## src/rtl/core/alpha_blend_pixel_writer_assert.svh

```systemverilog
// assertion macros used by the pixel writer controller
`ifndef ALPHA_BLEND_PIXEL_WRITER_ASSERT_SVH
`define ALPHA_BLEND_PIXEL_WRITER_ASSERT_SVH

// same-cycle implication
`define ABPW_ASSERT_IMP(lbl, clk, rst, ante, cons, msg) \
  lbl: assert property (@(posedge clk) disable iff (rst) (ante) |-> (cons)) else $error(msg);

// next-cycle implication
`define ABPW_ASSERT_NEXT(lbl, clk, rst, ante, cons, msg) \
  lbl: assert property (@(posedge clk) disable iff (rst) (ante) |=> (cons)) else $error(msg);

`endif

```

## src/rtl/core/abpw_pkg.sv

```systemverilog
`timescale 1ns / 1ps
package abpw_pkg;

  localparam int KIND_W   = 2;
  localparam int COORD_W  = 10;
  localparam int PIX_W    = 32;
  localparam int DIM_W    = 9;
  localparam int STATUS_W = 2;
  localparam int CFG_IDX_W = 1;
  localparam int CH_W     = 8;
  localparam int NUM_CH   = 4;

  localparam logic [KIND_W-1:0] KIND_DRAW = 2'd0;
  localparam logic [KIND_W-1:0] KIND_SET  = 2'd1;
  localparam logic [KIND_W-1:0] KIND_READ = 2'd2;

  localparam logic [STATUS_W-1:0] ST_DONE          = 2'd0;
  localparam logic [STATUS_W-1:0] ST_TRANSPARENT   = 2'd1;
  localparam logic [STATUS_W-1:0] ST_OUT_OF_BOUNDS = 2'd2;

  localparam logic [CFG_IDX_W-1:0] REG_CANVAS_WIDTH  = 1'd0;
  localparam logic [CFG_IDX_W-1:0] REG_CANVAS_HEIGHT = 1'd1;

  localparam logic [DIM_W-1:0] DIM_RESET = 9'd256;

  typedef enum logic [2:0] {
    S_IDLE,
    S_ADDR,
    S_READ,
    S_MUL,
    S_SUM,
    S_WRITE,
    S_FINISH
  } state_t;

  typedef struct packed {
    logic load;
    logic addr_en;
    logic rd_en;
    logic mul_en;
    logic sum_en;
    logic wr_en;
    logic out_load;
  } dp_cmd_t;

  typedef struct packed {
    logic [KIND_W-1:0] kind;
    logic              in_bounds;
    logic              alpha_zero;
    logic              alpha_full;
  } dp_stat_t;

endpackage

```

## src/rtl/core/abpw_ctrl.sv

```systemverilog
`timescale 1ns / 1ps
`include "alpha_blend_pixel_writer_assert.svh"
module abpw_ctrl
  import abpw_pkg::*;
(
  input  logic     clk,
  input  logic     rst,
  input  logic     in_valid,
  output logic     in_ready,
  output logic     out_valid,
  input  logic     out_ready,
  output dp_cmd_t  cmd,
  input  dp_stat_t st
);

  state_t state;
  state_t state_next;
  logic   out_free;

  assign out_free = !out_valid || out_ready;

  always_ff @(posedge clk) begin
    if (rst) begin
      state <= S_IDLE;
    end else begin
      state <= state_next;
    end
  end

  always_comb begin
    state_next = state;
    unique case (state)
      S_IDLE: begin
        if (in_valid) state_next = S_ADDR;
      end
      S_ADDR: begin
        if (!st.in_bounds) begin
          state_next = S_FINISH;
        end else begin
          case (st.kind)
            KIND_READ: state_next = S_READ;
            KIND_SET:  state_next = S_WRITE;
            KIND_DRAW: begin
              if (st.alpha_zero) state_next = S_FINISH;
              else if (st.alpha_full) state_next = S_WRITE;
              else state_next = S_READ;
            end
            default: state_next = S_FINISH;
          endcase
        end
      end
      S_READ: begin
        state_next = (st.kind == KIND_READ) ? S_FINISH : S_MUL;
      end
      S_MUL:   state_next = S_SUM;
      S_SUM:   state_next = S_WRITE;
      S_WRITE: state_next = S_FINISH;
      S_FINISH: begin
        if (out_free) state_next = S_IDLE;
      end
      default: state_next = S_IDLE;
    endcase
  end

  always_comb begin
    cmd      = '0;
    in_ready = 1'b0;
    unique case (state)
      S_IDLE: begin
        in_ready = !rst;
        cmd.load = in_valid;
      end
      S_ADDR:   cmd.addr_en = 1'b1;
      S_READ:   cmd.rd_en = 1'b1;
      S_MUL:    cmd.mul_en = 1'b1;
      S_SUM:    cmd.sum_en = 1'b1;
      S_WRITE:  cmd.wr_en = 1'b1;
      S_FINISH: cmd.out_load = out_free;
      default: ;
    endcase
  end

  // result register: a finished request may wait here while the next one runs
  always_ff @(posedge clk) begin
    if (rst) begin
      out_valid <= 1'b0;
    end else if (cmd.out_load) begin
      out_valid <= 1'b1;
    end else if (out_ready) begin
      out_valid <= 1'b0;
    end
  end

  `ABPW_ASSERT_NEXT(a_accept_to_addr, clk, rst, in_valid && in_ready, state == S_ADDR, "accepted request did not start")
  `ABPW_ASSERT_NEXT(a_finish_loads, clk, rst, state == S_FINISH && out_free, out_valid && state == S_IDLE, "finished request not delivered")
  `ABPW_ASSERT_IMP(a_write_in_bounds, clk, rst, cmd.wr_en, st.in_bounds, "store write outside the canvas")
  `ABPW_ASSERT_IMP(a_no_write_on_read, clk, rst, cmd.wr_en, st.kind == KIND_DRAW || st.kind == KIND_SET, "store write for a read request")

endmodule

```

## config.mk

```make
export PLATFORM = sky130hd
export DESIGN_NAME = abpw_ctrl
export DESIGN_NICKNAME = d
export VERILOG_FILES = /design/src/rtl/core/abpw_pkg.sv /design/src/rtl/core/abpw_ctrl.sv
export VERILOG_INCLUDE_DIRS = /design/src /design/src/rtl/core
export SDC_FILE = /design/constraint.sdc
export NUM_CORES = 1
export LEC_CHECK = 0
export ABC_AREA = 1
export CAP_MARGIN = 20
export CORE_AREA = 5 5 42 44
export DETAILED_ROUTE_END_ITERATION = 12
export DIE_AREA = 0 0 47 49
export DONT_BUFFER_PORTS = 1
export GPL_TIMING_DRIVEN = 0
export HOLD_SLACK_MARGIN = 0.05
export MAX_ROUTING_LAYER = met4
export PLACE_DENSITY = 0.36
export SLEW_MARGIN = 20
export SYNTH_ARGS = -nofsm -noshare
export SYNTH_HDL_FRONTEND = slang
export SYNTH_SLANG_ARGS = --single-unit
```

## constraint.sdc

```tcl
create_clock -name clk -period 1.7 [get_ports clk]
set_input_delay 0.085 -clock clk [delete_from_list [all_inputs] [get_ports clk]]
set_output_delay 0.085 -clock clk [all_outputs]
set_load 0.02 [all_outputs]
```

Yosys cells after proc, flatten, opt, wreduce, memory -nomap -nowiden. Index checks and enable logic that the tools add are counted.

Multiplexer cells: 18. Eq/ne operators: 10. Reductions and logical operators: 7.

Operator list (number): one-hot mux 3 bit (7 select lines) (1); two-way mux 3 bit (6); two-way mux 1 bit (10); equality test 3 bit, second input constant (3); one-hot mux 3 bit (3 select lines) (1); equality test 3 x 2 -> 1 bit, second input constant (2); != test 2 bit, second input constant (2); equality test 3 x 1 -> 1 bit, second input constant (1); logical NOT 3 bit (1); equality test 2 x 1 -> 1 bit, second input constant (1); equality test 2 bit, second input constant (1); logical NOT 1 bit (2); logical NOT 2 bit (1); AND reduction 2 bit (1); nonzero test 2 bit (1); logical OR 1 bit (1).

Input bits: 9. Logic and storage cells: 37. Flip-flop bits (word level): 4. Output and inout bits: 9.

Longest topological paths before layout.
Depth in word-level cells: 5. Gate-level depth with buffers: 8. Depth with buffers taken out: 8.

Least setup slack after synthesis. OpenSTA, ideal clock, no wires.

Path type: register to output. Start: reg state[2]. End: out cmd[0] in the netlist's numbering. Path slack: 0.585 ns. Buffers on the path: 0. Cell stages (with the launch flop): 3. Data arrival time: 1.030 ns. Data required time: 1.615 ns. Path through: dfxtp_1 > nand2_2 > nor3_1.

RTL lines: start, declared (RTL line abpw_ctrl.sv:16) `state_t state;`; start signal, assigned (RTL line abpw_ctrl.sv:26) `state <= state_next;`; end, declared (RTL line abpw_ctrl.sv:12) `output dp_cmd_t cmd,`.

==> Implementation_results.wiki <==
{| class="wikitable"
! Metric !! Value
|-
| Result of the run || complete, no violations
|-
| Setup slack of the critical path after layout || ~0.28 ns
|-
| Worst reg-to-reg path cell count || 6
|-
| Worst setup slack before clock tree synthesis || slightly above 0.5 ns
|-
| Most frequent standard cell in the layout excluding fill and tap cells || inv_1
|-
| Number of antenna violations at the first check in global routing || 0
|-
| Pre-Repair DR Iteration Count || 4
|-
| Main combinational cell family by area after synthesis || simple AND/OR/NAND/NOR gates
|-
| Static leakage || 0.228 nW
|-
| Cell count of the worst hold path || 4
|-
| Root buf cell || clkbuf_4
|-
| Post-DR wirelength/cell || just over 10 um
|-
| Max-slew violation count || 0
|-
| Overflow left after global routing || 0
|-
| Start point of the worst min-delay path || in_valid
|-
| Achievable frequency || around 0.7 GHz
|-
| Final Routed Wirelength || about 840 um
|-
| Final GP Congestion || ~0.73
|-
| Critical path required time || around 1.6 ns
|-
| Xor and xnor area share after synthesis || 0%
|-
| Most frequent cells in the layout || 13 x inv_1, 12 x nor2_1, 12 x nand2_1
|-
| Length of routed wiring on met1 || roughly 380 um
|-
| Simple-gate area share of the yosys netlist || slightly above 50%
|-
| Placement row count || 14
|-
| Maximum number of pins on one net before global-route repair || 8
|-
| Period utilisation layout || roughly 84%
|-
| Net total in the final layout || 77
|-
| Number of global-route vias before repair || roughly 340
|-
| Initial cell density of the core || 24.2%
|-
| Start-to-end type of the worst setup path || flop to output pin
|-
| GRT Util Overall || under 10%
|-
| H-tree lvl count || 1
|-
| Number of cells upsized or downsized after cts || 0
|-
| Crit Reg-Reg Startpoint || state[0]
|-
| Diode insertion count for antenna repair || 0
|-
| Height of the chip || between 40 and 50 um
|-
| Cells after DPL || a little under 80
|-
| FF-to-FF End || state[0]
|-
| Average footprint of a synthesized cell || approximately 5.5 um2
|-
| Actual slew at the worst max-slew pin || between 0.6 and 0.7 ns
|-
| Remaining routing DRC violations || 0
|-
| PD cells || 1830 nW/um2
|-
| Sum of negative setup slack || 0 ns
|-
| Global-route wire length before repair || roughly 1400 um
|-
| # setup viols final || 0
|-
| Clock latency on the worst-skew pair || about 0.24 ns
|-
| Worst hold path type || input pin to flop
|-
| Clock edge transition at the registers on the reported setup and hold paths || approximately 0.04 ns
|-
| Top layer in use || met3
|-
| Cell Area, Synth || between 300 and 400 um2
|-
| Final Hold Violating Endpoints || 0
|-
| Count of distinct cell types in the synthesized netlist || 15
|-
| Crit Path Max Fanout || 6
|-
| Max VDD drop || roughly 450 uV
|-
| Number of buffers inserted during clock tree synthesis || 3
|-
| Area growth from synthesis to layout || 15.5%
|-
| Half-perimeter wire length after placement || ~710 um
|-
| Multiplexer area fraction after synthesis || 0%
|-
| Area of the die || ~2300 um2
|-
| Number of DRC markers after the initial detailed-route iteration || 5
|-
| Slew margin rel. || 57.1%
|-
| Arr. time, crit path || roughly 1.3 ns
|-
| Category of the worst setup path capture point || output pin
|-
| Sinks on the clock net || 4
|-
| Complex-gate fraction of the synthesized area || under 10%
|-
| Met3 wire length || between 60 and 70 um
|-
| Clock tree from TritonCTS || yes
|-
| Adder-cell share of the synthesized area || 0%
|-
| Count of port buffers added during placement || 0
|-
| Sequential element share of the synthesized area || a little under a quarter
|-
| Final Instance Count excl. Fillers || 82
|-
| Element type at the critical path start || flop
|-
| Final critical path time including I/O delays and setup || around 1.4 ns
|-
| Number of vias per cell || between 4 and 5
|-
| Setup repair after global routing missed its margin || false
|-
| Final standard cell area without fillers || 392 um2
|-
| Yosys warns || 0
|-
| Reg2reg setup slack || roughly 0.56 ns
|-
| Post-synthesis instance total || 62
|-
| Largest buffer count on any clock path || 2
|-
| Ratio of cells with drive above 1 in the final layout || between 10% and 20%
|-
| Count of state elements after synthesis || 4
|-
| Syn nets || 71
|-
| Core footprint || around 1400 um2
|-
| DRT antenna net count || 0
|-
| Fraction of the core area covered by cells at the end of the flow || between 20% and 30%
|-
| I/O pin cnt || 18
|-
| Setup skew after layout || approximately 0.0018 ns
|-
| Met2 layer wire length in the routed design || approximately 400 um
|-
| End point of the worst hold path || state[0]
|-
| Post-place instance area || 359 um2
|-
| Detailed-route via count || 336
|-
| Max-cap violation count || 0
|-
| Horizontal extent of the die || 47 um
|}
final cells by class:
cell class	count	area [um2]
well taps	16	20.0
inverters	16	60.1
multi-input cells	42	199
fillers	178	1010
clock buffers	3	22.5
flip-flops and latches	4	80.1
repair buffers	1	10.0
sequential cells by signal, indices dropped and copies added (netlist names):
register,count
out_valid,1
state,3
per-layer routing:
metal	global-route usage, %	up-vias
met5	-	-
met4	5.53	0
met3	3.32	0
met2	11.5	10
met1	10.7	135
li1	-	191
kinds of logic (layout without fill, tap and decap cells):
kind of cell | after synthesis | after routing
and+or+nand+nor | 38 | 38
DFF | 4 | 4
AOI/OAI and AO/OA | 4 | 4
buffers and inverters | 16 | 20
cell usage after synthesis:
cell type | n | share of area [%]
inv_1 | 13 | 14
nand2_1 | 12 | 13
nor2_1 | 12 | 13
nand3_1 | 5 | 7.4
dfxtp_1 | 4 | 24
nand2_2 | 3 | 5.5
nor3_1 | 3 | 4.4
inv_2 | 2 | 2.2
nor2_2 | 2 | 3.7
a21oi_1 | 1 | 1.5
clkinv_1 | 1 | 1.1
nor2_4 | 1 | 3.3
o21ai_0 | 1 | 1.5
o21ai_2 | 1 | 2.6
o21bai_1 | 1 | 2.2
through the flow:
step / hold WS (ns) / power (mW)
final: 0.0832 / 0.717
after global routing: 0.107 / 0.789
after CTS: 0.0754 / 0.731
after detailed placement: 0.154 / 0.604
after global placement: 0.154 / 0.606
after floorplan: 0.152 / 0.531
how the worst max path moves through the flow:
stage,from,endpoint,slack (ns),depth (start not counted)
5_1_grt,state[2],cmd[2],0.17,2
6_report,state[2],cmd[0],0.28,2
2_1_floorplan,state[2],cmd[0],0.58,2
3_5_place_dp,state[2],cmd[0],0.50,2
4_1_cts,state[2],cmd[0],0.25,2
3_3_place_gp,state[2],cmd[0],0.51,2
report_power, final:
part           internal (mW)  switching [mW]
clock                 0.0790          0.0399
combinational          0.112           0.284
sequential             0.130          0.0721
total                  0.320           0.396
repair_timing:
item / in CTS / in global routing
hold buffers: 1 / 0
buffers inserted: 0 / 0
setup endpoints to repair: 0 / 0
hold endpoints to repair: 4 / 0
worst max-delay path, cell delays in order, from the launching register on:
cell and delay, ns:
dfxtp_1 0.48, nand2_2 0.09, nor3_1 0.53
No activity file was read; power rests on OpenSTA's default activity.
