File: config.mk
export PLATFORM = sky130hd
export DESIGN_NAME = abpw_cfg_regs
export DESIGN_NICKNAME = d
export VERILOG_FILES = /design/src/rtl/core/alpha_blend_pixel_writer_assert.svh /design/src/rtl/core/abpw_pkg.sv /design/src/rtl/core/abpw_cfg_regs.sv
export SDC_FILE = /design/constraint.sdc
export NUM_CORES = 1
export LEC_CHECK = 0
export BUFFER_PORTS_ARGS = -buffer_cell sky130_fd_sc_hd__buf_2
export CAP_MARGIN = 5
export CORE_ASPECT_RATIO = 1.1
export CORE_MARGIN = 1
export CORE_UTILIZATION = 48
export DETAILED_ROUTE_END_ITERATION = 10
export GPL_ROUTABILITY_DRIVEN = 0
export PLACE_DENSITY = 0.78
export RECOVER_POWER = 100
export SLEW_MARGIN = 25
export SYNTH_ARGS = -nofsm -noshare
export SYNTH_HDL_FRONTEND = slang
export SYNTH_SLANG_ARGS = --single-unit
export TNS_END_PERCENT = 100
File: constraint.sdc
create_clock -name clk -period 1 [get_ports clk]
set_input_delay 0.2 -clock clk [delete_from_list [all_inputs] [get_ports clk]]
set_output_delay 0.2 -clock clk [all_outputs]
set_load 0.01 [all_outputs]
File: src/rtl/core/alpha_blend_pixel_writer_assert.svh
// assertion macros used by the pixel writer controller
`ifndef ALPHA_BLEND_PIXEL_WRITER_ASSERT_SVH
`define ALPHA_BLEND_PIXEL_WRITER_ASSERT_SVH

// same-cycle implication
`define ABPW_ASSERT_IMP(lbl, clk, rst, ante, cons, msg) \
  lbl: assert property (@(posedge clk) disable iff (rst) (ante) |-> (cons)) else $error(msg);

// next-cycle implication
`define ABPW_ASSERT_NEXT(lbl, clk, rst, ante, cons, msg) \
  lbl: assert property (@(posedge clk) disable iff (rst) (ante) |=> (cons)) else $error(msg);

`endif

File: src/rtl/core/abpw_pkg.sv
`timescale 1ns / 1ps
package abpw_pkg;

  localparam int KIND_W   = 2;
  localparam int COORD_W  = 10;
  localparam int PIX_W    = 32;
  localparam int DIM_W    = 9;
  localparam int STATUS_W = 2;
  localparam int CFG_IDX_W = 1;
  localparam int CH_W     = 8;
  localparam int NUM_CH   = 4;

  localparam logic [KIND_W-1:0] KIND_DRAW = 2'd0;
  localparam logic [KIND_W-1:0] KIND_SET  = 2'd1;
  localparam logic [KIND_W-1:0] KIND_READ = 2'd2;

  localparam logic [STATUS_W-1:0] ST_DONE          = 2'd0;
  localparam logic [STATUS_W-1:0] ST_TRANSPARENT   = 2'd1;
  localparam logic [STATUS_W-1:0] ST_OUT_OF_BOUNDS = 2'd2;

  localparam logic [CFG_IDX_W-1:0] REG_CANVAS_WIDTH  = 1'd0;
  localparam logic [CFG_IDX_W-1:0] REG_CANVAS_HEIGHT = 1'd1;

  localparam logic [DIM_W-1:0] DIM_RESET = 9'd256;

  typedef enum logic [2:0] {
    S_IDLE,
    S_ADDR,
    S_READ,
    S_MUL,
    S_SUM,
    S_WRITE,
    S_FINISH
  } state_t;

  typedef struct packed {
    logic load;
    logic addr_en;
    logic rd_en;
    logic mul_en;
    logic sum_en;
    logic wr_en;
    logic out_load;
  } dp_cmd_t;

  typedef struct packed {
    logic [KIND_W-1:0] kind;
    logic              in_bounds;
    logic              alpha_zero;
    logic              alpha_full;
  } dp_stat_t;

endpackage

File: src/rtl/core/abpw_cfg_regs.sv
`timescale 1ns / 1ps
module abpw_cfg_regs
  import abpw_pkg::*;
#(
  parameter int MAX_WIDTH  = 256,
  parameter int MAX_HEIGHT = 256
) (
  input  logic             clk,
  input  logic             rst,
  input  logic             valid,
  output logic             ready,
  input  logic [CFG_IDX_W-1:0] index,
  input  logic [DIM_W-1:0] data,
  output logic [DIM_W-1:0] eff_w,
  output logic [DIM_W-1:0] eff_h
);

  localparam int DIM_MAX = (1 << DIM_W) - 1;
  localparam int W_CAP_I = (MAX_WIDTH < DIM_MAX) ? MAX_WIDTH : DIM_MAX;
  localparam int H_CAP_I = (MAX_HEIGHT < DIM_MAX) ? MAX_HEIGHT : DIM_MAX;
  localparam logic [DIM_W-1:0] W_CAP = DIM_W'(W_CAP_I);
  localparam logic [DIM_W-1:0] H_CAP = DIM_W'(H_CAP_I);

  logic [DIM_W-1:0] canvas_width;
  logic [DIM_W-1:0] canvas_height;

  assign ready = !rst;

  always_ff @(posedge clk) begin
    if (rst) begin
      canvas_width  <= DIM_RESET;
      canvas_height <= DIM_RESET;
    end else if (valid) begin
      unique case (index)
        REG_CANVAS_WIDTH:  canvas_width  <= data;
        REG_CANVAS_HEIGHT: canvas_height <= data;
        default: ;
      endcase
    end
  end

  // oversized canvas saturates to the store geometry
  assign eff_w = (canvas_width > W_CAP) ? W_CAP : canvas_width;
  assign eff_h = (canvas_height > H_CAP) ? H_CAP : canvas_height;

endmodule

# Word level (Yosys, flattened, before mapping)
# Index checks and enable logic that the tools add are counted.
[op_classes] n_lt_le_gt_ge=2 n_mux=2 bitwise=1 n_reduce_logical=3
[ops] operator="$gt A9 B9 Y1 const B" n=2
[ops] operator="$mux W9" n=2
[ops] operator="$reduce_and A2 Y1" n=2
[ops] operator="$logic_not A1 Y1" n=1
[ops] operator="$not A1 Y1" n=1
[word_totals] register_bits=18 in_bits=13 out_inout_bits=19 elab_cells=10

# Longest topological paths before layout
# Gate-level depths: netlist of the first run.
[logic_depth] ltp_word=2 depth_mapped=4

# Worst setup path after synthesis of the first run
# No wires, ideal clock.
[synth_timing] path_kind="reg2out" from="register canvas_height[8]" to="output eff_h[8]" t_arrival_ns=0.599 path_slack_ns=0.201 path_stages_with_launch=2 path_buffers=1 cell_sequence="dfxtp_1 > clkbuf_1"
[synth_between] elab_chain_cells=2
[synth_rtl] element="start: declaration" line="abpw_cfg_regs.sv:25" source="logic [DIM_W-1:0] canvas_height;"
[synth_rtl] element="start signal: assignment" line="abpw_cfg_regs.sv:36" source="REG_CANVAS_HEIGHT: canvas_height <= data;"
[synth_rtl] element="$gt A9 B9 Y1" line="abpw_cfg_regs.sv:44" source="assign eff_h = (canvas_height > H_CAP) ? H_CAP : canvas_height;"
[synth_rtl] element="$mux W9 *" line="abpw_cfg_regs.sv:44"
[synth_rtl] element="end: declaration" line="abpw_cfg_regs.sv:15" source="output logic [DIM_W-1:0] eff_h"
# Mark *: on every way between the ends. The rest lies on a longest branch, timed or not.

# Worst setup path after layout of the first run
[layout_timing] from="register canvas_height[8]" to="output eff_h[1]"
[layout_between] elab_chain_cells=2
[layout_rtl] element="$gt A9 B9 Y1" line="abpw_cfg_regs.sv:44"
[layout_rtl] element="$mux W9" line="abpw_cfg_regs.sv:44"
# Every way passes these cells.

==> summary.txt, run 1 <==
Outcome
  • Status: finished, violations left
  • Failing checks: design-rule violations, negative setup slack

Worst setup path
  • CP Capture Type: output pin
  • Crit path launch type: flip-flop
  • Req. time, crit path: about 800 ps
  • CP max stage cell: dfxtp_4
  • Delay-heaviest family, CP: flip-flops
  • Cells along the critical path: nor2b_1, buf_2
  • Worst path max stage delay: roughly 400 ps
  • CP arrival: about 960 ps
  • Worst Path Buf+Inv: 1
  • WS Path Type: reg -> out
  • Crit-path max FO: 10

Clocking
  • H-Tree Depth: 1
  • # Post-CTS Setup Buffers: 0
  • Clock Path Buffers: 2
  • Root buf cell: clkbuf_4
  • Clk_lat worst skew: between 200 and 300 ps
  • CTS tree: built
  • Worst-path clk slew: 100 ps
  • Clock sink count: 18
  • CTS Buf Count: 3

Die
  • Cell row count: 16
  • Initial Util: around half
  • Chip height: between 40 and 50 µm
  • Die Wd: 43.5 µm
  • Core area: about 0.0018 mm²
  • IO Pins: 32
  • Die area: 0.00207 mm²

Placed design
  • Dpl cells: between 100 and 150
  • Port bufs: 31
  • Pre-CTS setup slack: -66.7 ps
  • HPWL after DPL: 1130 µm

Drt
  • Vias per inst: between 4 and 5
  • Metal3 WL: 63 µm
  • Highest routed layer: met4
  • Post-Route M1 WL: a little over 700 µm
  • DRC errors left: 4
  • Met2 Routed Length: roughly 800 µm
  • DRT iter0 DRCs: 8
  • DRT Wirelength: roughly 1600 µm
  • Via count: 660
  • Antenna viol nets, final: 0
  • WL/cell: around 12 µm
  • First-pass iteration count of the detailed router: 6

Global routing
  • Global-route wire length before repair: 2620 µm
  • Largest net degree at the start of global routing: 29
  • Initial antenna violation count: 0
  • Vias in the first global route: around 620
  • Grt ovf: 0
  • Tot GR Track Use: between 15 and 20%

Synthesis
  • Synth Area in XOR/XNOR: 0%
  • Post-Syn Area per Cell: slightly above 10 µm²
  • YS warnings: 0
  • Synth unique cells: 13
  • Seq/Total Area, Yosys: about two fifths
  • Synth Area in Adders: 0%
  • Synth Area in Compound Gates: under 10%
  • Simple-gate share of the synthesized area: 32.8%
  • Post-synth top area share: between 30% and 40%
  • #FFs+latches synth: 18
  • Multiplexer share of the synthesized area: 18.7%
  • Largest family of logic cells by synthesized area: simple AND/OR/NAND/NOR gates
  • Synth area leader: dfxtp_1
  • Syn nets: 102
  • Post-Synthesis Cells: 89
  • Synth area leaders: dfxtp_1 40%, mux2i_1 19%, nand2b_1 11%, nor2b_1 11%, nand2b_2 7.7%
  • Post-Syn Area: around 910 µm²

Power and ir drop
  • Pwr/cell area: roughly 1300 mW/mm²
  • Leak: roughly 0.5 nW
  • Peak VDD IR: 782 µV

Layout
  • Layout Cells excl Fill: between 100 and 150
  • Most common cell after layout, fill and taps aside: buf_2
  • Commonest cells after routing, fill and taps aside: 30 x buf_2, 17 x mux2i_1, 16 x nand2b_1
  • Area grow syn2layout: 19.1%
  • Nets: between 100 and 150
  • Layout cell share with drive strength beyond 1: between 40% and 50%
  • Antenna fix cells: 0

STA
  • Final Setup Violations: 18
  • Slew Viols, Final: 0
  • Final worst slack: -155 ps
  • FMAX: between 0.8 and 0.9 GHz
  • Slew margin rel.: between 60% and 70%
  • Final worst-path cycle share: 116%
  • Final Hold Viols: 0
  • Max Clock Skew: 0 ps
  • Slew at the pin with the worst max-slew slack: between 400 and 500 ps
  • RSZ-0062 raised after global routing: yes
  • Tmin final: between 1000 and 1500 ps

Job
  • Max-cap viol count: 0

Hold path
  • Worst hold path class: in -> reg
-- cell usage after synthesis --
cell type and number:
a21oi_1 1, nand2b_2 8, a211oi_1 1, inv_1 1, clkbuf_1 2, buf_6 5
and2_1 1, nand2b_1 16, nor2b_1 16, nor2_1 2, dfxtp_1 18, mux2i_1 17
nand2b_4 1
-- power by group --
group	switching, mW	leakage, nW	internal [mW]
clock	0.218	0.0210	0.222
combinational	0.0750	0.332	0.0941
sequential	0.0282	0.148	0.752
total	0.321	0.500	1.07
-- worst paths after layout --
| path | slack, ps | start | cells after the start | endpoint |
|---|---|---|---|---|
| setup reg to reg | 200 | canvas_height[8] | 2 | canvas_height[8] |
| setup / recovery | -160 | canvas_height[8] | 2 | eff_h[1] |
| hold reg to reg | 480 | canvas_width[6] | 2 | canvas_width[6] |
| hold / removal | 170 | data[2] | 3 | canvas_width[2] |
-- worst reg2reg max path, stage by stage, from the launching register on --
cell	delay (ps)
dfxtp_4	400
a211oi_1	220
a21oi_1	60
-- state kept, by name (all words and copies together), names as in the netlist --
| register | cells |
|---|---|
| canvas_width | 9 |
| canvas_height | 9 |
-- what timing repair did --
| action | CTS | global route |
|---|---|---|
| gates resized for setup | 5 | 3 |
| hold buffers | 0 | 0 |
| setup endpoints to repair | 18 | 18 |
-- per-stage QoR --
stage                     area, µm²  utilization (%)  setup TNS, ps  total power [mW]  hold WS (ps)
after global placement         1040             58.2           -169             0.965           454
after CTS                      1080             60.7          -2340              1.41           164
after detailed placement       1040             58.2           -425             0.971           464
final                          1080             60.7          -2220              1.39           173
after global routing           1080             60.7          -3130              1.46           166
after floorplan                 908                -              0             0.926           355
-- metal layers --
| layer | GRT usage, % | up-vias |
|---|---|---|
| met3 | 2.26 | 2 |
| li1 | - | 343 |
| met1 | 20.6 | 299 |
| met2 | 30.9 | 16 |
| met4 | 5.63 | 0 |
| met5 | 0 | - |
-- area by class of cell --
type | count | area (µm²)
Tap cell | 18 | 22.5
Multi-Input combinational cell | 63 | 488
Clock buffer | 4 | 36.3
Inverter | 1 | 3.75
Sequential cell | 18 | 369
Timing Repair Buffer | 33 | 163
Fill cell | 174 | 699
-- kinds of logic after synthesis --
logic type,count (synthesis)
mux,17
flops,18
buf+inv,8
compound gates,2
simple gates,44
No activity file was read; power rests on OpenSTA's default activity.
==> run 2, diff against run 1 <==
RECOVER_POWER = not set   (was 100)
==> run 2 against run 1 <==
The flow still finishes with violations (design-rule violations, negative setup slack). Fmax rose by 0.28%. Sequential power hardly changed. Sequential cell count did not move. Clock skew did not move. Global-route usage unchanged. Critical endpoint unchanged. Combinational power is essentially flat.
==> summary.txt, run 2 (synthesis results as in run 1) <==
Clocking
  • Cts hold-fix bufs: 0 (unchanged)
  • Root buf cell: clkbuf_4
  • Clk_lat worst skew: 280 ps (about the same)
  • # Post-CTS Setup Buffers: 0 (unchanged)
  • CTS tree: built
  • Gates resized, CTS repair: 5 (unchanged)
  • H-Tree Depth: 1 (unchanged)
  • Worst-path clk slew: 100 ps (about the same)
  • CTS Buf Count: 3 (unchanged)
  • Clock Path Buffers: 2 (unchanged)
  • Clock sink count: 18 (unchanged)

Hold path
  • Worst hold path class: in -> reg
  • Sink of the worst hold path: canvas_width[2]
  • Cell count of the worst hold path: 3 (unchanged)
  • Hold_sp: data[2]

STA
  • Final Setup Violations: 18 (unchanged)
  • RSZ-0062 raised after global routing: yes
  • Final worst slack: -152 ps (+3.18 ps)
  • Slew at the pin with the worst max-slew slack: 494 ps (-2.64 ps)
  • Slew Viols, Final: 0 (unchanged)
  • Max Clock Skew: 0 ps (unchanged)
  • Tmin final: 1150 ps (-3.18 ps)
  • Final Hold Viols: 0 (unchanged)
  • Setup total negative slack: -2170 ps (+47.7 ps)
  • Final worst-path cycle share: 115% (-0.32 points)
  • Slew margin rel.: 67.1% (+0.18 points)
  • FMAX: 0.868 GHz (+0.28%)

Die
  • Initial Util: 51.0% (unchanged)
  • Cell row count: 16 (unchanged)
  • Die Wd: 43.5 µm (unchanged)
  • Chip height: 47.6 µm (unchanged)
  • IO Pins: 32 (unchanged)
  • Die area: 0.00207 mm² (unchanged)
  • Core area: 0.00178 mm² (unchanged)

Power and ir drop
  • Leak: 0.507 nW (+1.4%)
  • Pwr/cell area: 1280 mW/mm² (-0.48%)
  • Peak VDD IR: 784 µV (+0.35%)

Placed design
  • Placed Instance Area: 0.00104 mm² (unchanged)
  • HPWL after DPL: 1130 µm (unchanged)
  • Dpl cells: 133 (unchanged)
  • Pre-CTS setup slack: -66.7 ps (unchanged)
  • Port bufs: 31 (unchanged)

Layout
  • Nets: 133 (unchanged)
  • Core Util, Final: 61.2% (+0.42 points)
  • Fill count: 171 (-1.7%)
  • Layout cell share with drive strength beyond 1: 43.7% (+1.7 points)
  • Commonest cells after routing, fill and taps aside: 31 x buf_2, 17 x mux2i_1, 16 x nand2b_1
  • Largest regs: canvas_height x9, canvas_width x9
  • Layout Cells excl Fill: 137 (unchanged)
  • Area grow syn2layout: 20.0%
  • Most common cell after layout, fill and taps aside: buf_2
  • Antenna fix cells: 0 (unchanged)
  • Fin area: 0.00109 mm² (+0.69%)

Drt
  • WL/cell: 11.6 µm (-0.19%)
  • DRT Wirelength: 1590 µm (-0.19%)
  • Antenna viol nets, final: 0 (unchanged)
  • DRT iter0 DRCs: 10 (+2)
  • Via count: 654 (-0.91%)
  • Vias per inst: 4.77 (-0.91%)
  • DRC errors left: 4 (unchanged)
  • First-pass iteration count of the detailed router: 6 (unchanged)

Worst setup path
  • Worst R2R End: canvas_height[8]
  • Crit-path max FO: 10 (unchanged)
  • R2R Setup Slk: 200 ps (about the same)
  • Req. time, crit path: 800 ps (about the same)
  • Origin of the critical flop-to-flop path: canvas_height[8]
  • R2R depth: 2 (unchanged)
  • CP Capture Type: output pin
  • Crit path launch type: flip-flop
  • WS Path Type: reg -> out
  • CP arrival: 950 ps (about the same)

Global routing
  • Largest net degree at the start of global routing: 29 (unchanged)
  • Global-route wire length before repair: 2620 µm (unchanged)
  • Vias in the first global route: 615 (unchanged)
  • Tot GR Track Use: 16.8% (unchanged)
  • Grt ovf: 0 (unchanged)
  • Initial antenna violation count: 0 (unchanged)

Job
  • Max-cap viol count: 0 (unchanged)

Outcome
  • Failing checks: design-rule violations, negative setup slack
  • Status: finished, violations left
## run 2: how the worst max path moves through the flow
stage | startpoint | to | cells past startpoint
3_5_place_dp | index | canvas_height[1] | 3
6_report | canvas_height[8] | eff_h[1] | 2
2_1_floorplan | canvas_height[8] | eff_h[8] | 1
4_1_cts | canvas_width[8] | eff_w[2] | 2
3_3_place_gp | index | canvas_height[0] | 3
5_1_grt | canvas_height[8] | eff_h[1] | 2
## run 2: per-layer routing
layer	up-vias	GRT usage, %	part of all wire, %
li1	342	-	-
met1	294	20.6	46
met2	16	30.9	49
met3	2	2.26	4.0
met4	0	5.63	0.76
met5	-	0	0
## run 2: layout make-up
class	instances	area (µm²)	share of cell area, %
Tap cell	18	22.5	2.07
Inverter	1	3.75	0.344
Timing Repair Buffer	33	170	15.6
Multi-Input combinational cell	63	488	44.8
Clock buffer	4	36.3	3.33
Sequential cell	18	369	33.9
## run 2: where the power goes
part           leakage (nW)  total (mW)  internal, mW  switching, mW
Clock                0.0210       0.439         0.221          0.217
Sequential            0.148       0.780         0.752         0.0281
Combinational         0.338       0.172        0.0974         0.0751
## run 2: worst max-delay path, cell delays in order (launching register included)
cell     delay, ps
dfxtp_4        400
nor2b_1        130
buf_2          140
## run 2: per-stage QoR
step / hold slack (ps) / power, mW
floorplan: 355 / 0.926
detailed placement: 464 / 0.971
CTS: 164 / 1.41
global placement: 454 / 0.965
global route: 166 / 1.46
finish: 174 / 1.39
